[src/rtl/ucer_pkg.sv]
package ucer_pkg;

    typedef enum logic [2:0] {
        CMD_BUS_RESET = 3'd0,
        CMD_SETUP     = 3'd1,
        CMD_EP0_DONE  = 3'd2,
        CMD_EP0_OUT   = 3'd3,
        CMD_SOF       = 3'd4,
        CMD_EP1_DONE  = 3'd5
    } cmd_t;

    localparam logic [2:0] ACT_NONE      = 3'd0;
    localparam logic [2:0] ACT_EP0_QUEUE = 3'd1;
    localparam logic [2:0] ACT_STALL     = 3'd2;
    localparam logic [2:0] ACT_SET_ADDR  = 3'd3;
    localparam logic [2:0] ACT_EP1_QUEUE = 3'd4;

    localparam logic [15:0] REQ_SET_ADDRESS = 16'h0500;
    localparam logic [15:0] REQ_SET_CONFIG  = 16'h0900;
    localparam logic [15:0] REQ_GET_DESC    = 16'h0680;
    localparam logic [15:0] REQ_GET_REPORT  = 16'h0681;

    localparam logic [7:0] DTYPE_DEVICE = 8'h01;
    localparam logic [7:0] DTYPE_CONFIG = 8'h02;
    localparam logic [7:0] DTYPE_STRING = 8'h03;

    localparam logic [2:0] SEL_STRING0 = 3'd3;
    localparam logic [2:0] SEL_ZLP     = 3'd7;

    // back end sequencer states
    typedef enum logic [1:0] {
        ST_HEAD = 2'd0,
        ST_PKT  = 2'd1
    } bstate_t;

    typedef struct packed {
        logic [2:0]  cmd;
        logic [15:0] request;
        logic [15:0] setup_value;
        logic [15:0] setup_length;
        logic        done_slot;
        logic        report_ready;
    } in_word_t;

    typedef struct packed {
        logic [2:0] action;
        logic       slot;
        logic       data_toggle;
        logic [2:0] desc_select;
        logic [7:0] byte_offset;
        logic [6:0] tx_len;
        logic [6:0] device_address;
        logic       last;
    } out_word_t;

    // classified event passed from front to back
    typedef struct packed {
        logic [2:0] cmd;
        logic       stall;
        logic       zlp;
        logic       load_desc;
        logic [2:0] sel;
        logic [7:0] len;
        logic       set_pending;
        logic [6:0] addr;
        logic       done_slot;
        logic       report_ready;
    } event_t;

    function automatic logic [7:0] desc_size(input logic [2:0] sel);
        logic [7:0] r;
        case (sel)
            3'd0:    r = 8'd18;
            3'd1:    r = 8'd34;
            3'd2:    r = 8'd23;
            3'd3:    r = 8'd4;
            3'd4:    r = 8'd18;
            3'd5:    r = 8'd18;
            default: r = 8'd0;
        endcase
        return r;
    endfunction

endpackage

[src/rtl/ucer_front.sv]
module ucer_front
    import ucer_pkg::*;
#(
    parameter int STRING_COUNT = 3
)
(
    input  logic     clk,
    input  logic     rst_n,
    input  logic     in_valid,
    output logic     in_ready,
    input  in_word_t in_word,
    output logic     ev_valid,
    input  logic     ev_ready,
    output event_t   ev
);

    logic   q_valid_reg [2];
    event_t q_data_reg  [2];
    logic   wr_ptr_reg, rd_ptr_reg;
    event_t cls;
    logic [7:0] dtype, idx, size;
    logic       push, pop;

    // classify the setup request
    always_comb
    begin
        dtype = in_word.setup_value[15:8];
        idx   = in_word.setup_value[7:0];
        cls = '0;
        cls.cmd          = in_word.cmd;
        cls.addr         = in_word.setup_value[6:0];
        cls.done_slot    = in_word.done_slot;
        cls.report_ready = in_word.report_ready;
        if (in_word.request == REQ_SET_ADDRESS)
        begin
            cls.set_pending = 1'b1;
            cls.zlp         = 1'b1;
        end
        else if (in_word.request == REQ_SET_CONFIG)
            cls.zlp = 1'b1;
        else if (in_word.request == REQ_GET_DESC)
        begin
            if (dtype == DTYPE_STRING)
            begin
                if ({24'd0, idx} >= STRING_COUNT || idx >= 8'd3)
                    cls.stall = 1'b1;
                else
                    cls.sel = SEL_STRING0 + idx[2:0];
            end
            else if (dtype == DTYPE_DEVICE)
                cls.sel = 3'd0;
            else if (dtype == DTYPE_CONFIG)
                cls.sel = 3'd1;
            else
                cls.stall = 1'b1;
        end
        else if (in_word.request == REQ_GET_REPORT)
            cls.sel = 3'd2;
        else
            cls.stall = 1'b1;
        cls.load_desc = !cls.stall && !cls.zlp;
        size = desc_size(cls.sel);
        if (in_word.setup_length < {8'd0, size})
            cls.len = in_word.setup_length[7:0];
        else
            cls.len = size;
    end

    // two-entry queue
    assign in_ready = !q_valid_reg[wr_ptr_reg];
    assign push     = in_valid && in_ready;
    assign ev_valid = q_valid_reg[rd_ptr_reg];
    assign ev       = q_data_reg[rd_ptr_reg];
    assign pop      = ev_valid && ev_ready;

    always_ff @(posedge clk or negedge rst_n)
    begin
        if (!rst_n)
        begin
            q_valid_reg[0] <= 1'b0;
            q_valid_reg[1] <= 1'b0;
            wr_ptr_reg     <= 1'b0;
            rd_ptr_reg     <= 1'b0;
        end
        else
        begin
            if (push)
            begin
                q_valid_reg[wr_ptr_reg] <= 1'b1;
                wr_ptr_reg              <= !wr_ptr_reg;
            end
            if (pop)
            begin
                q_valid_reg[rd_ptr_reg] <= 1'b0;
                rd_ptr_reg              <= !rd_ptr_reg;
            end
        end
    end

    always_ff @(posedge clk)
    begin
        if (push)
            q_data_reg[wr_ptr_reg] <= cls;
    end

endmodule

[src/rtl/ucer_back.sv]
module ucer_back
    import ucer_pkg::*;
#(
    parameter int MAX_PACKET   = 64,
    parameter int REPORT_BYTES = 1
)
(
    input  logic      clk,
    input  logic      rst_n,
    input  logic      ev_valid,
    output logic      ev_ready,
    input  event_t    ev,
    output logic      out_valid,
    input  logic      out_ready,
    output out_word_t out_word
);

    localparam logic [7:0] MAX_PKT_B = 8'(MAX_PACKET);
    localparam logic [6:0] REP_LEN   = 7'(REPORT_BYTES);

    bstate_t    state_reg, state_next;
    logic [1:0] pkt_cnt_reg, pkt_cnt_next;
    logic       zlp_reg, zlp_next;
    logic       ep0_pp_reg, ep0_pp_next;
    logic       ep0_tog_reg, ep0_tog_next;
    logic [1:0] ep0_busy_reg, ep0_busy_next;
    logic [7:0] rem_reg, rem_next;
    logic [2:0] desc_reg, desc_next;
    logic [7:0] off_reg, off_next;
    logic [6:0] paddr_reg, paddr_next;
    logic       ep1_pp_reg, ep1_pp_next;
    logic       ep1_tog_reg, ep1_tog_next;
    logic [1:0] ep1_busy_reg, ep1_busy_next;
    logic       out_valid_reg, out_valid_next;
    out_word_t  out_reg, out_next;

    logic       out_free, emitted_reg, emitted_next;
    logic [7:0] plen;
    logic       more;

    assign out_free  = !out_valid_reg || out_ready;
    assign out_valid = out_valid_reg;
    assign out_word  = out_reg;

    always_ff @(posedge clk or negedge rst_n)
    begin
        if (!rst_n)
        begin
            state_reg     <= ST_HEAD;
            pkt_cnt_reg   <= '0;
            zlp_reg       <= 1'b0;
            emitted_reg   <= 1'b0;
            ep0_pp_reg    <= 1'b0;
            ep0_tog_reg   <= 1'b0;
            ep0_busy_reg  <= '0;
            rem_reg       <= '0;
            desc_reg      <= '0;
            off_reg       <= '0;
            paddr_reg     <= '0;
            ep1_pp_reg    <= 1'b0;
            ep1_tog_reg   <= 1'b0;
            ep1_busy_reg  <= '0;
            out_valid_reg <= 1'b0;
        end
        else
        begin
            state_reg     <= state_next;
            pkt_cnt_reg   <= pkt_cnt_next;
            zlp_reg       <= zlp_next;
            emitted_reg   <= emitted_next;
            ep0_pp_reg    <= ep0_pp_next;
            ep0_tog_reg   <= ep0_tog_next;
            ep0_busy_reg  <= ep0_busy_next;
            rem_reg       <= rem_next;
            desc_reg      <= desc_next;
            off_reg       <= off_next;
            paddr_reg     <= paddr_next;
            ep1_pp_reg    <= ep1_pp_next;
            ep1_tog_reg   <= ep1_tog_next;
            ep1_busy_reg  <= ep1_busy_next;
            out_valid_reg <= out_valid_next;
        end
    end

    always_ff @(posedge clk)
    begin
        out_reg <= out_next;
    end

    // event execution: head step then up to two ep0 packets
    always_comb
    begin
        state_next     = state_reg;
        pkt_cnt_next   = pkt_cnt_reg;
        zlp_next       = zlp_reg;
        emitted_next   = emitted_reg;
        ep0_pp_next    = ep0_pp_reg;
        ep0_tog_next   = ep0_tog_reg;
        ep0_busy_next  = ep0_busy_reg;
        rem_next       = rem_reg;
        desc_next      = desc_reg;
        off_next       = off_reg;
        paddr_next     = paddr_reg;
        ep1_pp_next    = ep1_pp_reg;
        ep1_tog_next   = ep1_tog_reg;
        ep1_busy_next  = ep1_busy_reg;
        out_valid_next = out_valid_reg && !out_ready;
        out_next       = out_reg;
        ev_ready       = 1'b0;
        plen           = (rem_reg > MAX_PKT_B) ? MAX_PKT_B : rem_reg;
        more           = 1'b0;
        case (state_reg)
            ST_HEAD:
            begin
                if (ev_valid && out_free)
                begin
                    out_next = '0;
                    emitted_next = 1'b0;
                    zlp_next = 1'b0;
                    pkt_cnt_next = '0;
                    case (ev.cmd)
                        CMD_BUS_RESET:
                        begin
                            ev_ready = 1'b1;
                            ep0_pp_next = 1'b0;
                            ep0_tog_next = 1'b0;
                            ep0_busy_next = '0;
                            rem_next = '0;
                            desc_next = '0;
                            off_next = '0;
                            paddr_next = '0;
                            ep1_pp_next = 1'b0;
                            ep1_tog_next = 1'b0;
                            ep1_busy_next = '0;
                            out_next.last = 1'b1;
                            out_valid_next = 1'b1;
                        end
                        CMD_SETUP:
                        begin
                            ep0_busy_next = '0;
                            ep0_tog_next = 1'b1;
                            rem_next = '0;
                            zlp_next = ev.zlp;
                            if (ev.set_pending)
                                paddr_next = ev.addr;
                            if (ev.load_desc)
                            begin
                                rem_next = ev.len;
                                desc_next = ev.sel;
                                off_next = '0;
                            end
                            // a stall never has packets behind it
                            if (ev.stall)
                            begin
                                out_next.action = ACT_STALL;
                                out_next.last = 1'b1;
                                out_valid_next = 1'b1;
                                emitted_next = 1'b1;
                            end
                            state_next = ST_PKT;
                        end
                        CMD_EP0_DONE:
                        begin
                            ep0_busy_next[ev.done_slot] = 1'b0;
                            if (paddr_reg != '0)
                            begin
                                out_next.action = ACT_SET_ADDR;
                                out_next.device_address = paddr_reg;
                                // last unless a descriptor packet can follow
                                out_next.last = (rem_reg == '0) ||
                                    ep0_busy_next[ep0_pp_reg];
                                out_valid_next = 1'b1;
                                emitted_next = 1'b1;
                                paddr_next = '0;
                            end
                            state_next = ST_PKT;
                        end
                        CMD_EP0_OUT:
                            state_next = ST_PKT;
                        CMD_SOF:
                        begin
                            ev_ready = 1'b1;
                            out_next.last = 1'b1;
                            out_valid_next = 1'b1;
                            if (ev.report_ready && !ep1_busy_reg[ep1_pp_reg])
                            begin
                                out_next.action = ACT_EP1_QUEUE;
                                out_next.slot = ep1_pp_reg;
                                out_next.data_toggle = ep1_tog_reg;
                                out_next.tx_len = REP_LEN;
                                ep1_busy_next[ep1_pp_reg] = 1'b1;
                                ep1_tog_next = !ep1_tog_reg;
                                ep1_pp_next = !ep1_pp_reg;
                            end
                        end
                        CMD_EP1_DONE:
                        begin
                            ev_ready = 1'b1;
                            ep1_busy_next[ev.done_slot] = 1'b0;
                            out_next.last = 1'b1;
                            out_valid_next = 1'b1;
                        end
                        default:
                        begin
                            ev_ready = 1'b1;
                            out_next.last = 1'b1;
                            out_valid_next = 1'b1;
                        end
                    endcase
                end
            end
            ST_PKT:
            begin
                if (out_free)
                begin
                    more = (pkt_cnt_reg != 2'd2) && (rem_reg != '0 || zlp_reg)
                           && !ep0_busy_reg[ep0_pp_reg];
                    if (more)
                    begin
                        out_next = '0;
                        out_next.action = ACT_EP0_QUEUE;
                        out_next.slot = ep0_pp_reg;
                        out_next.data_toggle = ep0_tog_reg;
                        if (zlp_reg && rem_reg == '0)
                            out_next.desc_select = SEL_ZLP;
                        else
                        begin
                            out_next.desc_select = desc_reg;
                            out_next.byte_offset = off_reg;
                            out_next.tx_len = plen[6:0];
                        end
                        zlp_next = 1'b0;
                        ep0_busy_next[ep0_pp_reg] = 1'b1;
                        off_next = off_reg + plen;
                        rem_next = rem_reg - plen;
                        ep0_tog_next = !ep0_tog_reg;
                        ep0_pp_next = !ep0_pp_reg;
                        pkt_cnt_next = pkt_cnt_reg + 2'd1;
                        out_valid_next = 1'b1;
                        emitted_next = 1'b1;
                        // last if nothing further can follow
                        out_next.last = (pkt_cnt_reg == 2'd1) ||
                            (rem_next == '0) || ep0_busy_reg[!ep0_pp_reg];
                        if (out_next.last)
                        begin
                            ev_ready = 1'b1;
                            state_next = ST_HEAD;
                        end
                    end
                    else
                    begin
                        // close the event: the held result already carries last, else emit a none
                        ev_ready = 1'b1;
                        state_next = ST_HEAD;
                        if (!emitted_reg)
                        begin
                            out_next = '0;
                            out_next.last = 1'b1;
                            out_valid_next = 1'b1;
                        end
                    end
                end
                else if (emitted_reg && out_valid_reg && pkt_cnt_reg == '0)
                begin
                    out_next = out_reg;
                end
            end
            default:
                state_next = ST_HEAD;
        endcase
    end

endmodule

[src/rtl/usb_control_endpoint_responder_top.sv]
// channel | handshake               | payload
// in      | in_valid / in_ready     | in_word  (in_word_t)
// out     | out_valid / out_ready   | out_word (out_word_t)
// an event takes a head step in the back end; setup, ep0 done and ep0 out events
// add a step per ep0 packet and a closing step when no packet ends the event
// reset: asynchronous, active low, clears all endpoint state
// a two word queue lets the front take events while the back end is stalled
module usb_control_endpoint_responder_top
    import ucer_pkg::*;
#(
    parameter int MAX_PACKET   = 64,
    parameter int REPORT_BYTES = 1,
    parameter int STRING_COUNT = 3
)
(
    input  logic      clk,
    input  logic      rst_n,
    input  logic      in_valid,
    output logic      in_ready,
    input  in_word_t  in_word,
    output logic      out_valid,
    input  logic      out_ready,
    output out_word_t out_word
);

    logic   ev_valid, ev_ready;
    event_t ev;

    ucer_front #(.STRING_COUNT(STRING_COUNT)) u_front (
        .clk(clk), .rst_n(rst_n),
        .in_valid(in_valid), .in_ready(in_ready), .in_word(in_word),
        .ev_valid(ev_valid), .ev_ready(ev_ready), .ev(ev)
    );

    ucer_back #(.MAX_PACKET(MAX_PACKET), .REPORT_BYTES(REPORT_BYTES)) u_back (
        .clk(clk), .rst_n(rst_n),
        .ev_valid(ev_valid), .ev_ready(ev_ready), .ev(ev),
        .out_valid(out_valid), .out_ready(out_ready), .out_word(out_word)
    );

endmodule

[config.mk]
export PLATFORM = sky130hd
export DESIGN_NAME = usb_control_endpoint_responder_top
export DESIGN_NICKNAME = d
export VERILOG_FILES = /design/src/rtl/ucer_pkg.sv /design/src/rtl/ucer_front.sv /design/src/rtl/ucer_back.sv /design/src/rtl/usb_control_endpoint_responder_top.sv
export SDC_FILE = /design/constraint.sdc
export NUM_CORES = 1
export LEC_CHECK = 0
export BUFFER_PORTS_ARGS = -buffer_cell sky130_fd_sc_hd__buf_4
export CORE_ASPECT_RATIO = 0.75
export CORE_UTILIZATION = 58
export DETAILED_ROUTE_END_ITERATION = 7
export PLACE_DENSITY_LB_ADDON = 0.12
export SLEW_MARGIN = 30
export SYNTH_ARGS = -nofsm -noshare
export SYNTH_HDL_FRONTEND = slang
export SYNTH_HIERARCHICAL = 1
export SYNTH_SLANG_ARGS = --single-unit
[constraint.sdc]
create_clock -name clk -period 3.9 [get_ports clk]
set_input_delay 0.195 -clock clk [delete_from_list [all_inputs] [get_ports clk]]
set_output_delay 0.195 -clock clk [all_outputs]
set_load 0.02 [all_outputs]
==> results of run 1 <==
[layer usage]
metal  wire length [µm]  part of all wire [%]  track usage [%]  vias up
met1               6780                    48             37.0     2292
met4                145                   1.0             8.53        0
met3                819                   5.8             5.69       12
met2               6340                    45             39.7      180
met5                  0                     0                0        -
li1                   -                     -                -     2265
[cells in the mapped netlist (all sizes together) (5+ instances only)]
library cell	instances	area [µm²]
o21a	6	52.6
nor2b	6	40.0
o21ai	26	130
nor4	14	100
nand2	55	206
ha	16	200
edfxtp	85	2550
nand3	5	25.0
nand2b	7	43.8
dfrtp	44	1100
o211ai	6	45.0
nor3b	5	37.5
mux2i	17	170
a21o	6	45.0
buf	11	62.6
nor2	28	105
or4	6	48.8
inv	23	86.3
and2	30	188
nor3	9	55.1
clkbuf	11	41.3
a22o	10	88.8
mux2	32	360
a31oi	6	52.6
a21oi	26	134
[power groups by stage]
| stage | logic [mW] | registers [mW] | clock network [mW] |
|---|---|---|---|
| final | 2.33 | 2.31 | 1.59 |
| after global placement | 2.21 | 2.30 | 0 |
| after detailed placement | 2.28 | 2.33 | 0 |
| after global routing | 2.53 | 2.37 | 1.67 |
| after floorplan | 1.45 | 2.41 | 0 |
| after CTS | 2.32 | 2.31 | 1.60 |
[critical path: cells and delay by family]
family / cells / cell delay [ns]
AO/OA/AOI/OAI: 2 / 0.62
AND/OR/NAND/NOR: 6 / 1.46
adder cells (fa/ha/maj): 2 / 0.43
buffers and inverters: 2 / 0.69
multiplexers: 1 / 0.17
[through the flow]
step	util [%]	power, mW
final	73.5	6.23
after global routing	73.5	6.57
after global placement	67.0	4.52
after CTS	73.5	6.23
after detailed placement	67.0	4.61
after floorplan	-	3.86
[final cells by class]
cell class | instances | area [µm²] | area share [%]
tap | 140 | 175 | 2.18
clock inverter | 15 | 170 | 2.11
multi-input combinational | 379 | 2680 | 33.4
sequential | 129 | 3650 | 45.4
inverter | 24 | 90.1 | 1.12
clock buffer | 17 | 425 | 5.29
timing repair buffer | 109 | 848 | 10.5
[placed cells by master (no fill, tap or decap), drive strengths merged, types with 6 or more instances in the layout]
| master | count |
|---|---|
| a22o | 10 |
| o211ai | 6 |
| nor2b | 6 |
| clkbuf | 17 |
| a31oi | 6 |
| mux2 | 32 |
| a21o | 6 |
| ha | 16 |
| nand2b | 7 |
| and2 | 30 |
| inv | 31 |
| o21ai | 26 |
| dfrtp | 44 |
| mux2i | 17 |
| o21a | 6 |
| nor4 | 14 |
| nor3 | 9 |
| nor2 | 28 |
| buf | 97 |
| dlygate4sd3 | 12 |
| or4 | 6 |
| nand2 | 55 |
| edfxtp | 85 |
| a21oi | 26 |
[worst max path at each step]
stage,cells after the start,end,slack [ns],from
floorplan,6,u_back/out_word[0],0.74,u_back/pkt_cnt_reg[0]
global placement,12,u_front/q_data_reg[0][12],0.75,in_word[18]
detailed placement,12,u_front/q_data_reg[0][11],0.60,in_word[18]
CTS,13,u_front/q_data_reg[0][12],0.51,in_word[19]
global route,13,u_front/q_data_reg[0][15],0.24,in_word[19]
finish,13,u_front/q_data_reg[0][12],0.48,in_word[19]
[timing repair]
| action | CTS | global route |
|---|---|---|
| hold endpoints to repair | 66 | 0 |
| hold buffers | 12 | 0 |
| endpoints found under the setup margin | 0 | 0 |
[cells by family after synthesis]
group                    Yosys count  synth area share, %
AND/OR/NAND/NOR                  187                 15.9
flip-flops                       129                 56.1
AO/OA/AOI/OAI                    116                 12.7
multiplexers                      49                 8.15
buffers and inverters             46                 2.98
adder cells (fa/ha/maj)           17                 3.38
XOR/XNOR                           5                0.673
other                              2                0.115
==> summary.txt, run 1 <==
Timing
  – PnR worst setup slack: 0.482 ns
  – Total negative slack: 0 ns
  – RSZ-0062 raised after global routing: false
  – Max Freq: 0.293 GHz
  – Setup Viol. Count Final: 0
  – Fin. Hold Viols: 0
  – Crit path time final: 3.42 ns
  – Tcrit/Tclk final: 87.6%
  – Worst Tran Pin Value: 0.986 ns
  – Slew headroom: 32.6%
  – Final worst clock skew: 0.0106 ns
  – Worst hold margin: 0.0134 ns
  – Final Max Tran Viols: 0

Global route
  – Vias in the first global route: 4621
  – Global-route wire length before repair: 23400 µm
  – Largest net degree at the start of global routing: 45
  – Initial antenna violation count: 0
  – Gr ovfl total: 0
  – All-Layer GR Usage: 26.0%

Synth
  – Synth async-reset ratio: 34.1%
  – Synthesis Warnings: 6
  – Ys flop type: edfxtp_1
  – FF+latch count, synth: 129
  – Synthesized area per cell: 11.8 µm²
  – Sequential element share of the synthesized area: 56.1%
  – Cell count after synthesis: 551
  – Synth unique cells: 71
  – Post-Syn Area: 0.00651 mm²
  – Post-synth EDFFs: 85

Route
  – Drt wl/cell: 17.3 µm
  – Post-Route WL: 14100 µm
  – DRC viols: 0
  – Vias: 4749
  – ANT nets after route: 0
  – Drt pass-1 iters: 5
  – DR vias/cell: 5.84
  – DRT iter0 DRCs: 397

Clocking
  – # H-tree levels: 4
  – Gates resized, CTS repair: 0
  – Maximum clock path buffer count: 2
  – CTS Sinks: 129
  – Skew-Pair Late Insertion Delay: 0.41 ns
  – CTS tree: built
  – CTS root buf: clkbuf_16
  – Total CTS buffers: 17
  – # Post-CTS Setup Buffers: 0
  – Clk slew on worst S/H paths: 0.06 ns

Run
  – Max_cap viols: 0

Layout
  – Share of cells above drive strength 1: 26.6%
  – Fin cells: 813
  – Layout fillers: 721
  – Max FFs per register: 54
  – Post-route cell area: 0.00805 mm²
  – Signed area change from the synthesized netlist to the final layout: 23.6%
  – Final #Nets: 734
  – Diode count: 0

Power
  – Clock share of power: 25.5%
  – P_leak: 3.33 nW
  – Comb pwr share: 37.4%
  – Power Density: 774 mW/mm²
  – Maximum vdd drop: 370 µV
  – Sequential Power Share: 37.1%
  – Switching Share: 37.3%
  – Net Switching: 2.32 mW
  – Internal power: 3.91 mW

Placement
  – Hpwl dp: 9760 µm
  – Cells after DPL: 769
  – Place WS: 0.595 ns
  – Routability cong.: 0.839
  – Post-DP Area: 0.00733 mm²
  – IO buf count: 89

Die
  – Initial core utilization: 59.5%
  – Die area: 0.0117 mm²
  – Placement Rows: 33
  – Core Box Area: 0.0109 mm²
  – IO Pins: 90
  – Die X: 124 µm
  – Die Ht: 93.8 µm

Critical path
  – R2r setup slk: 0.75 ns
  – CP cell instances: dlygate4sd3_1 -> buf_4 -> ha_1 -> or3_1 -> or2_1 -> nor3_1 -> nand4bb_1 -> ha_1 -> nand2_1 -> nand4_1 -> a211oi_1 -> a31oi_4 -> mux2i_1
  – FF-to-FF Start: u_back/rem_reg[6]
  – Worst setup SP type: input port
  – WS Path Type: in -> reg
  – Most Frequent Cell on Critical Path: ha_1
  – R2r endpoint: u_front/rd_ptr_reg
  – Crit-path slowest cell: dlygate4sd3_1
  – Worst EP arrival: 3.55 ns
  – Crit. End Element: flop
  – Critical path required time: 4.04 ns
  – Crit-path max FO: 6
  – CP max stage delay: 0.54 ns
  – Worst reg2reg path depth: 10

Status
  – Status: finished, final reports clean

Worst hold path
  – Worst hold path type: in -> reg
  – Hold Path Depth: 1
  – Worst hold start: in_word[18]
  – Endpoint, Worst Hold: u_front/q_data_reg[1][2]
No activity file was read; power rests on OpenSTA's default activity.
==> run 2: changes to the inputs <==
--- a/config.mk
+++ b/config.mk
@@ -6,7 +6,6 @@
 export NUM_CORES = 1
 export LEC_CHECK = 0
 export BUFFER_PORTS_ARGS = -buffer_cell sky130_fd_sc_hd__buf_4
-export CORE_ASPECT_RATIO = 0.75
 export CORE_UTILIZATION = 58
 export DETAILED_ROUTE_END_ITERATION = 7
 export PLACE_DENSITY_LB_ADDON = 0.12
==> run 2 against run 1 <==
  * Hold slack gained 0.043 ns
  * Sequential share of layout area fell by 0.37 points
  * Critical path depth is the same
  * Fmax rose by 0.82%
  * Sequential power shrank 2%
  * Largest cell class unchanged
  * Flip-flop and latch count unchanged
==> summary.txt, run 2 (synthesis results as in run 1) <==
Route
  – Drt wl/cell: 16.5 µm
  – Drt pass-1 iters: 5
  – ANT nets after route: 0
  – DRT iter0 DRCs: 210
  – DR vias/cell: 5.77
  – Vias: 4699
  – DRC viols: 0
  – Post-Route WL: 13400 µm

Timing
  – Final Max Tran Viols: 0
  – Worst Tran Pin Value: 0.966 ns
  – Tcrit/Tclk final: 86.9%
  – Total negative slack: 0 ns
  – Max Freq: 0.295 GHz
  – Crit path time final: 3.39 ns
  – Fin. Hold Viols: 0
  – RSZ-0062 raised after global routing: false
  – Setup Viol. Count Final: 0
  – Slew headroom: 35.0%
  – Final worst clock skew: 0.00924 ns
  – PnR worst setup slack: 0.510 ns

Placement
  – Routability cong.: 0.844
  – IO buf count: 89
  – Hpwl dp: 9360 µm
  – Place WS: 0.610 ns

Layout
  – Most frequent cells in the layout: buf_4, edfxtp_1, nand2_1
  – Layout fillers: 736
  – Share of cells above drive strength 1: 26.8%
  – Reg area: 0.00365 mm²
  – Max FFs per register: 54
  – Area of the multi-input gates: 0.00268 mm²
  – Commonest non-fill, non-tap cell in the layout: buf_4
  – Diode count: 0
  – Signed area change from the synthesized netlist to the final layout: 24.6%
  – Post-layout util: 74.5%
  – Final #Nets: 736

Clocking
  – CTS Sinks: 129
  – CTS root buf: clkbuf_8
  – Maximum clock path buffer count: 2
  – # Post-CTS Setup Buffers: 0
  – Skew-Pair Late Insertion Delay: 0.52 ns
  – Clk slew on worst S/H paths: 0.06 ns
  – Total CTS buffers: 17
  – CTS tree: built
  – # H-tree levels: 4

Die
  – Placement Rows: 38
  – Initial core utilization: 59.8%
  – IO Pins: 90
  – Die area: 0.0117 mm²
  – Core Box Area: 0.0109 mm²
  – Die X: 108 µm
  – Die Ht: 108 µm

Critical path
  – Cell family with most CP delay: simple AND/OR/NAND/NOR gates
  – CP max stage delay: 0.54 ns
  – CP bufs+invs: 2
  – Critical path required time: 4.14 ns
  – Worst reg2reg path depth: 10
  – Worst EP arrival: 3.63 ns
  – CP cell instances: dlygate4sd3_1 -> buf_4 -> ha_1 -> or3_1 -> or2_1 -> nor3_1 -> nand4bb_1 -> ha_1 -> nand2_1 -> nand4_1 -> a211oi_1 -> a31oi_4 -> mux2i_1
  – Most Frequent Cell on Critical Path: ha_1
  – Crit-path slowest cell: dlygate4sd3_1
  – Worst setup SP type: input port
  – CP Depth: 13
  – Crit-path max FO: 6
  – WS Path Type: in -> reg
  – Crit. End Element: flop

Power
  – Power Density: 777 mW/mm²
  – Total power: 6.31 mW
  – Maximum vdd drop: 432 µV
  – P_leak: 3.37 nW

Global route
  – Vias in the first global route: 4430
  – All-Layer GR Usage: 24.8%
  – Global-route wire length before repair: 21800 µm
  – Largest net degree at the start of global routing: 45
  – Gr ovfl total: 0
  – Initial antenna violation count: 0

Status
  – Status: finished, final reports clean

Worst hold path
  – Hold Path Depth: 2
  – Worst hold path type: in -> reg

Run
  – Max_cap viols: 0
-- run 2: cell count changes in the layout (fill, tap and decap cells not counted) --
| cell | delta |
|---|---|
| buf_4 | +1 |
| bufinv_16 | +3 |
| clkbuf_16 | -1 |
| clkbuf_8 | +1 |
| clkinv_1 | -1 |
| clkinv_2 | +1 |
| dlygate4sd3_1 | +1 |
| inv_6 | -1 |
| inv_8 | -2 |
-- run 2: through the flow --
step	instance area, µm²	hold slack [ns]	instances
after CTS	8110	0.0131	815
final	8110	0.0564	815
after global routing	8110	0.0271	815
after floorplan	6520	-0.101	554
after global placement	7340	0.237	770
after detailed placement	7340	0.237	770
-- run 2: area by class of cell --
class	count	share of cell area, %
flip-flops and latches	129	45.0
multi-input cells	379	33.1
repair buffers	111	10.7
clock buffers	17	5.10
clock inverters	15	2.84
well taps	140	2.16
inverters	24	1.11
-- run 2: worst register-to-register path, delay by kind of cell (launching register included) --
family          cells  cell delay [ns]
compound gates      6             1.28
simple gates        2             0.58
flops               1             0.48
fa+ha+maj           1             0.29
buf+inv             1             0.22
-- run 2: path summary, 6_finish.rpt --
path | endpoint | slack (ns) | start
min | u_front/q_data_reg[1][19] | 0.06 | in_word[34]
min in group asynchronous | u_back/ep1_tog_reg | 0.22 | rst_n
max reg2reg | u_front/rd_ptr_reg | 0.92 | u_back/rem_reg[6]
min reg2reg | u_back/off_reg[7] | 0.47 | u_back/off_reg[7]
max | u_front/q_data_reg[1][11] | 0.51 | in_word[18]
max in group asynchronous | u_back/rem_reg[4] | 3.28 | rst_n
-- run 2: routing by layer --
| metal | global-route usage [%] | wire length (µm) |
|---|---|---|
| met1 | 32.6 | 5930 |
| met2 | 40.9 | 6620 |
| met3 | 5.55 | 715 |
| met4 | 8.22 | 165 |
| met5 | 0 | 0 |
-- run 2: repair_timing --
item                       CTS  global route
hold endpoints to repair    68             0
gates resized for setup      0             0
hold buffers                13             0
setup endpoints to repair    0             0
-- run 2: power by group --
part | internal [mW] | switching [mW] | total [mW]
Sequential | 1.99 | 0.274 | 2.26
Combinational | 0.970 | 1.37 | 2.34
Clock | 1.11 | 0.593 | 1.70
Total | 4.07 | 2.24 | 6.31
==> run 3: changes to the inputs <==
--- a/config.mk
+++ b/config.mk
@@ -6,11 +6,12 @@
 export NUM_CORES = 1
 export LEC_CHECK = 0
 export BUFFER_PORTS_ARGS = -buffer_cell sky130_fd_sc_hd__buf_4
-export CORE_UTILIZATION = 58
+export CAP_MARGIN = 15
+export CORE_MARGIN = 2
+export CORE_UTILIZATION = 57
 export DETAILED_ROUTE_END_ITERATION = 7
 export PLACE_DENSITY_LB_ADDON = 0.12
 export SLEW_MARGIN = 30
 export SYNTH_ARGS = -nofsm -noshare
 export SYNTH_HDL_FRONTEND = slang
-export SYNTH_HIERARCHICAL = 1
 export SYNTH_SLANG_ARGS = --single-unit
==> run 3 against run 2 <==
  * Synthesized cell count decreased by 4.0%
  * Critical path depth unchanged
  * Register-to-register slack got worse by 0.17 ns
  * Clock skew decreased by 0.00057 ns
  * Power decreased by 3.5%
  * Largest power group unchanged
  * Critical endpoint is now u_front.q_data_reg[1][11]
  * Sequential power increased by 2%
  * Via count about the same
==> summary.txt, run 3 <==
Critical path
  – Crit path launch: in_word[21]
  – CP Depth: 13
  – Worst setup SP type: input port
  – Most Frequent Cell on Critical Path: or4_4
  – R2r endpoint: u_front.rd_ptr_reg
  – CP max stage delay: 0.55 ns
  – WS Path Type: in -> reg
  – Crit. End Element: flop
  – Crit-path max FO: 4
  – Cell family with most CP delay: simple AND/OR/NAND/NOR gates
  – Worst setup path end: u_front.q_data_reg[1][11]
  – CP bufs+invs: 1
  – Critical path required time: 4.25 ns
  – Crit-path slowest cell: or4_4
  – Worst reg2reg path depth: 10
  – R2r setup slk: 0.75 ns
  – FF-to-FF Start: u_back.rem_reg[6]
  – Worst EP arrival: 4.13 ns
  – CP cell instances: dlymetal6s4s_1 -> or4_4 -> or4_4 -> nor4b_4 -> mux2i_1 -> nor3_2 -> ha_2 -> nand2_2 -> nand4_1 -> or4_4 -> or3_4 -> o221ai_4 -> mux2i_1

Route
  – DRC viols: 0
  – DR vias/cell: 5.83
  – Vias: 4697
  – Drt pass-1 iters: 5
  – ANT nets after route: 0
  – Drt wl/cell: 17.2 µm
  – DRT iter0 DRCs: 339
  – Post-Route WL: 13800 µm

Global route
  – Global-route wire length before repair: 22200 µm
  – Initial antenna violation count: 0
  – Gr ovfl total: 0
  – Vias in the first global route: 4481
  – Largest net degree at the start of global routing: 45
  – All-Layer GR Usage: 25.0%

Synth
  – Synth Area in XOR/XNOR: 0.559%
  – FF+latch count, synth: 129
  – Synthesis Warnings: 0
  – Post-Syn Area: 0.00627 mm²
  – Main combinational cell family by area after synthesis: simple AND/OR/NAND/NOR gates
  – Most frequent cell after synthesis: edfxtp_1
  – Synth top area share: 40.7%
  – Synthesized area per cell: 11.8 µm²
  – Post-synthesis compound-gate area fraction: 12.2%
  – Synth async-reset ratio: 34.1%
  – Synth unique cells: 65
  – Ys flop type: edfxtp_1
  – Cell count after synthesis: 529
  – Commonest cells post-synth: edfxtp_1, dfrtp_1, nand2_1, nor2_1, mux2i_1
  – Area leader, netlist: edfxtp_1
  – Post-synth EDFFs: 85
  – Top cells by area, synth: edfxtp_1, dfrtp_1, mux2i_1, ha_1, a21oi_1
  – Post-Synth Adder-Cell Area: 3.51%
  – Sequential element share of the synthesized area: 58.3%
  – Post-Synth Simple-Gate Area: 16.1%
  – Mux cell area share after synthesis: 6.77%

Placement
  – Routability cong.: 0.950
  – IO buf count: 89
  – Place WS: -0.217 ns
  – Hpwl dp: 9790 µm

Power
  – P_leak: 3.26 nW
  – Power Density: 769 mW/mm²
  – Maximum vdd drop: 418 µV

Layout
  – Final #Nets: 726
  – Commonest non-fill, non-tap cell in the layout: buf_4
  – Share of cells above drive strength 1: 25.9%
  – Diode count: 0
  – Most frequent cells in the layout: buf_4, edfxtp_1, dfrtp_1
  – Max FFs per register: 54
  – Layout fillers: 778
  – Signed area change from the synthesized netlist to the final layout: 26.3%
  – Post-layout util: 73.3%

Die
  – Placement Rows: 38
  – Initial core utilization: 58.1%
  – Die X: 109 µm
  – Die area: 0.0118 mm²
  – Die Ht: 109 µm
  – IO Pins: 90
  – Core Box Area: 0.0108 mm²

Timing
  – Max Freq: 0.264 GHz
  – Slew headroom: 41.1%
  – Tcrit/Tclk final: 97.1%
  – Final Max Tran Viols: 0
  – Final worst clock skew: 0.00868 ns
  – PnR worst setup slack: 0.114 ns
  – Setup Viol. Count Final: 0
  – Crit path time final: 3.79 ns
  – Fin. Hold Viols: 0
  – Worst Tran Pin Value: 0.875 ns
  – RSZ-0062 raised after global routing: false

Status
  – Status: finished, final reports clean

Worst hold path
  – Worst hold path type: in -> reg

Clocking
  – CTS tree: built
  – Maximum clock path buffer count: 2
  – # Post-CTS Setup Buffers: 0
  – CTS Sinks: 129
  – Clk slew on worst S/H paths: 0.06 ns
  – # H-tree levels: 4
  – Skew-Pair Late Insertion Delay: 0.53 ns
  – Total CTS buffers: 17
  – CTS root buf: clkbuf_8

Run
  – Max_cap viols: 0
run 3: cell types whose count changed in the layout (fill, tap and decap cells not counted), sizes merged, moves of 8 or more:
cell    previous run  this run
o31ai              3        15
inv               28        17
and3               4        17
nand2             55        37
buf               98       109
and2              30        11
nand3              5        17
mux2i             17        30
a22o              10         2
clkbuf            17        26
mux2              32        11
nor2              28        36
run 3: cells by family after synthesis:
kind of cell    count (synthesis)
simple gates                  184
flops                         129
compound gates                112
mux                            41
buf+inv                        40
fa+ha+maj                      17
xor+xnor                        4
other cells                     2
run 3: report_power, final:
part,switching [mW],leakage (nW),internal (mW)
logic,1.44,1.65,0.924
clock network,0.537,0.259,0.892
registers,0.289,1.36,2.01
run 3: layout make-up:
type	instances	area (µm²)	area share (%)
sequential	129	3650	46.2
multi-input combinational	363	2520	31.8
timing repair buffer	123	961	12.1
clock buffer	26	478	6.04
tap	140	175	2.21
inverter	18	67.6	0.854
clock inverter	6	60.1	0.759
run 3: worst min path at each step:
stage / start / endpoint / slack, ns / cells after the start
2_1_floorplan: rst_n / u_back.desc_reg[0] / -0.10 / 0
3_3_place_gp: rst_n / u_back.ep1_pp_reg / 0.24 / 1
3_5_place_dp: rst_n / u_back.pkt_cnt_reg[1] / 0.23 / 1
4_1_cts: out_ready / u_back.out_valid / 0.02 / 3
5_1_grt: in_word[5] / u_front.q_data_reg[1][13] / 0.04 / 3
6_report: in_word[5] / u_front.q_data_reg[0][13] / 0.05 / 3
run 3: through the flow:
step           TNS [ns]  instance area [µm²]  std cells  hold WS [ns]  power [mW]
2_1_floorplan         0                 6280        532        -0.101        3.82
3_5_place_dp      -1.55                 7200        760         0.234        4.65
5_1_grt               0                 7910        805        0.0378        6.46
6_report              0                 7910        805        0.0519        6.09
4_1_cts               0                 7870        805        0.0238        6.09
3_3_place_gp     -0.417                 7200        760         0.238        4.57
run 3: tightest hold or removal path, cell delays in order:
cell and delay, ns:
buf_4 0.12, inv_1 0.04, nor2_1 0.05
run 3: routing by layer:
layer	vias to the layer above	part of all wire, %	track usage, %
li1	2258	-	-
met1	2247	43	32.9
met2	176	49	39.4
met3	16	6.3	7.05
met4	0	1.4	9.71
met5	-	0	0
run 3: repair_timing:
item / 4_1_cts / 5_1_grt
hold buffers: 13 / 1
endpoints found under the setup margin: 0 / 8
endpoints found under the hold margin: 68 / 2
gates resized for setup: 0 / 11
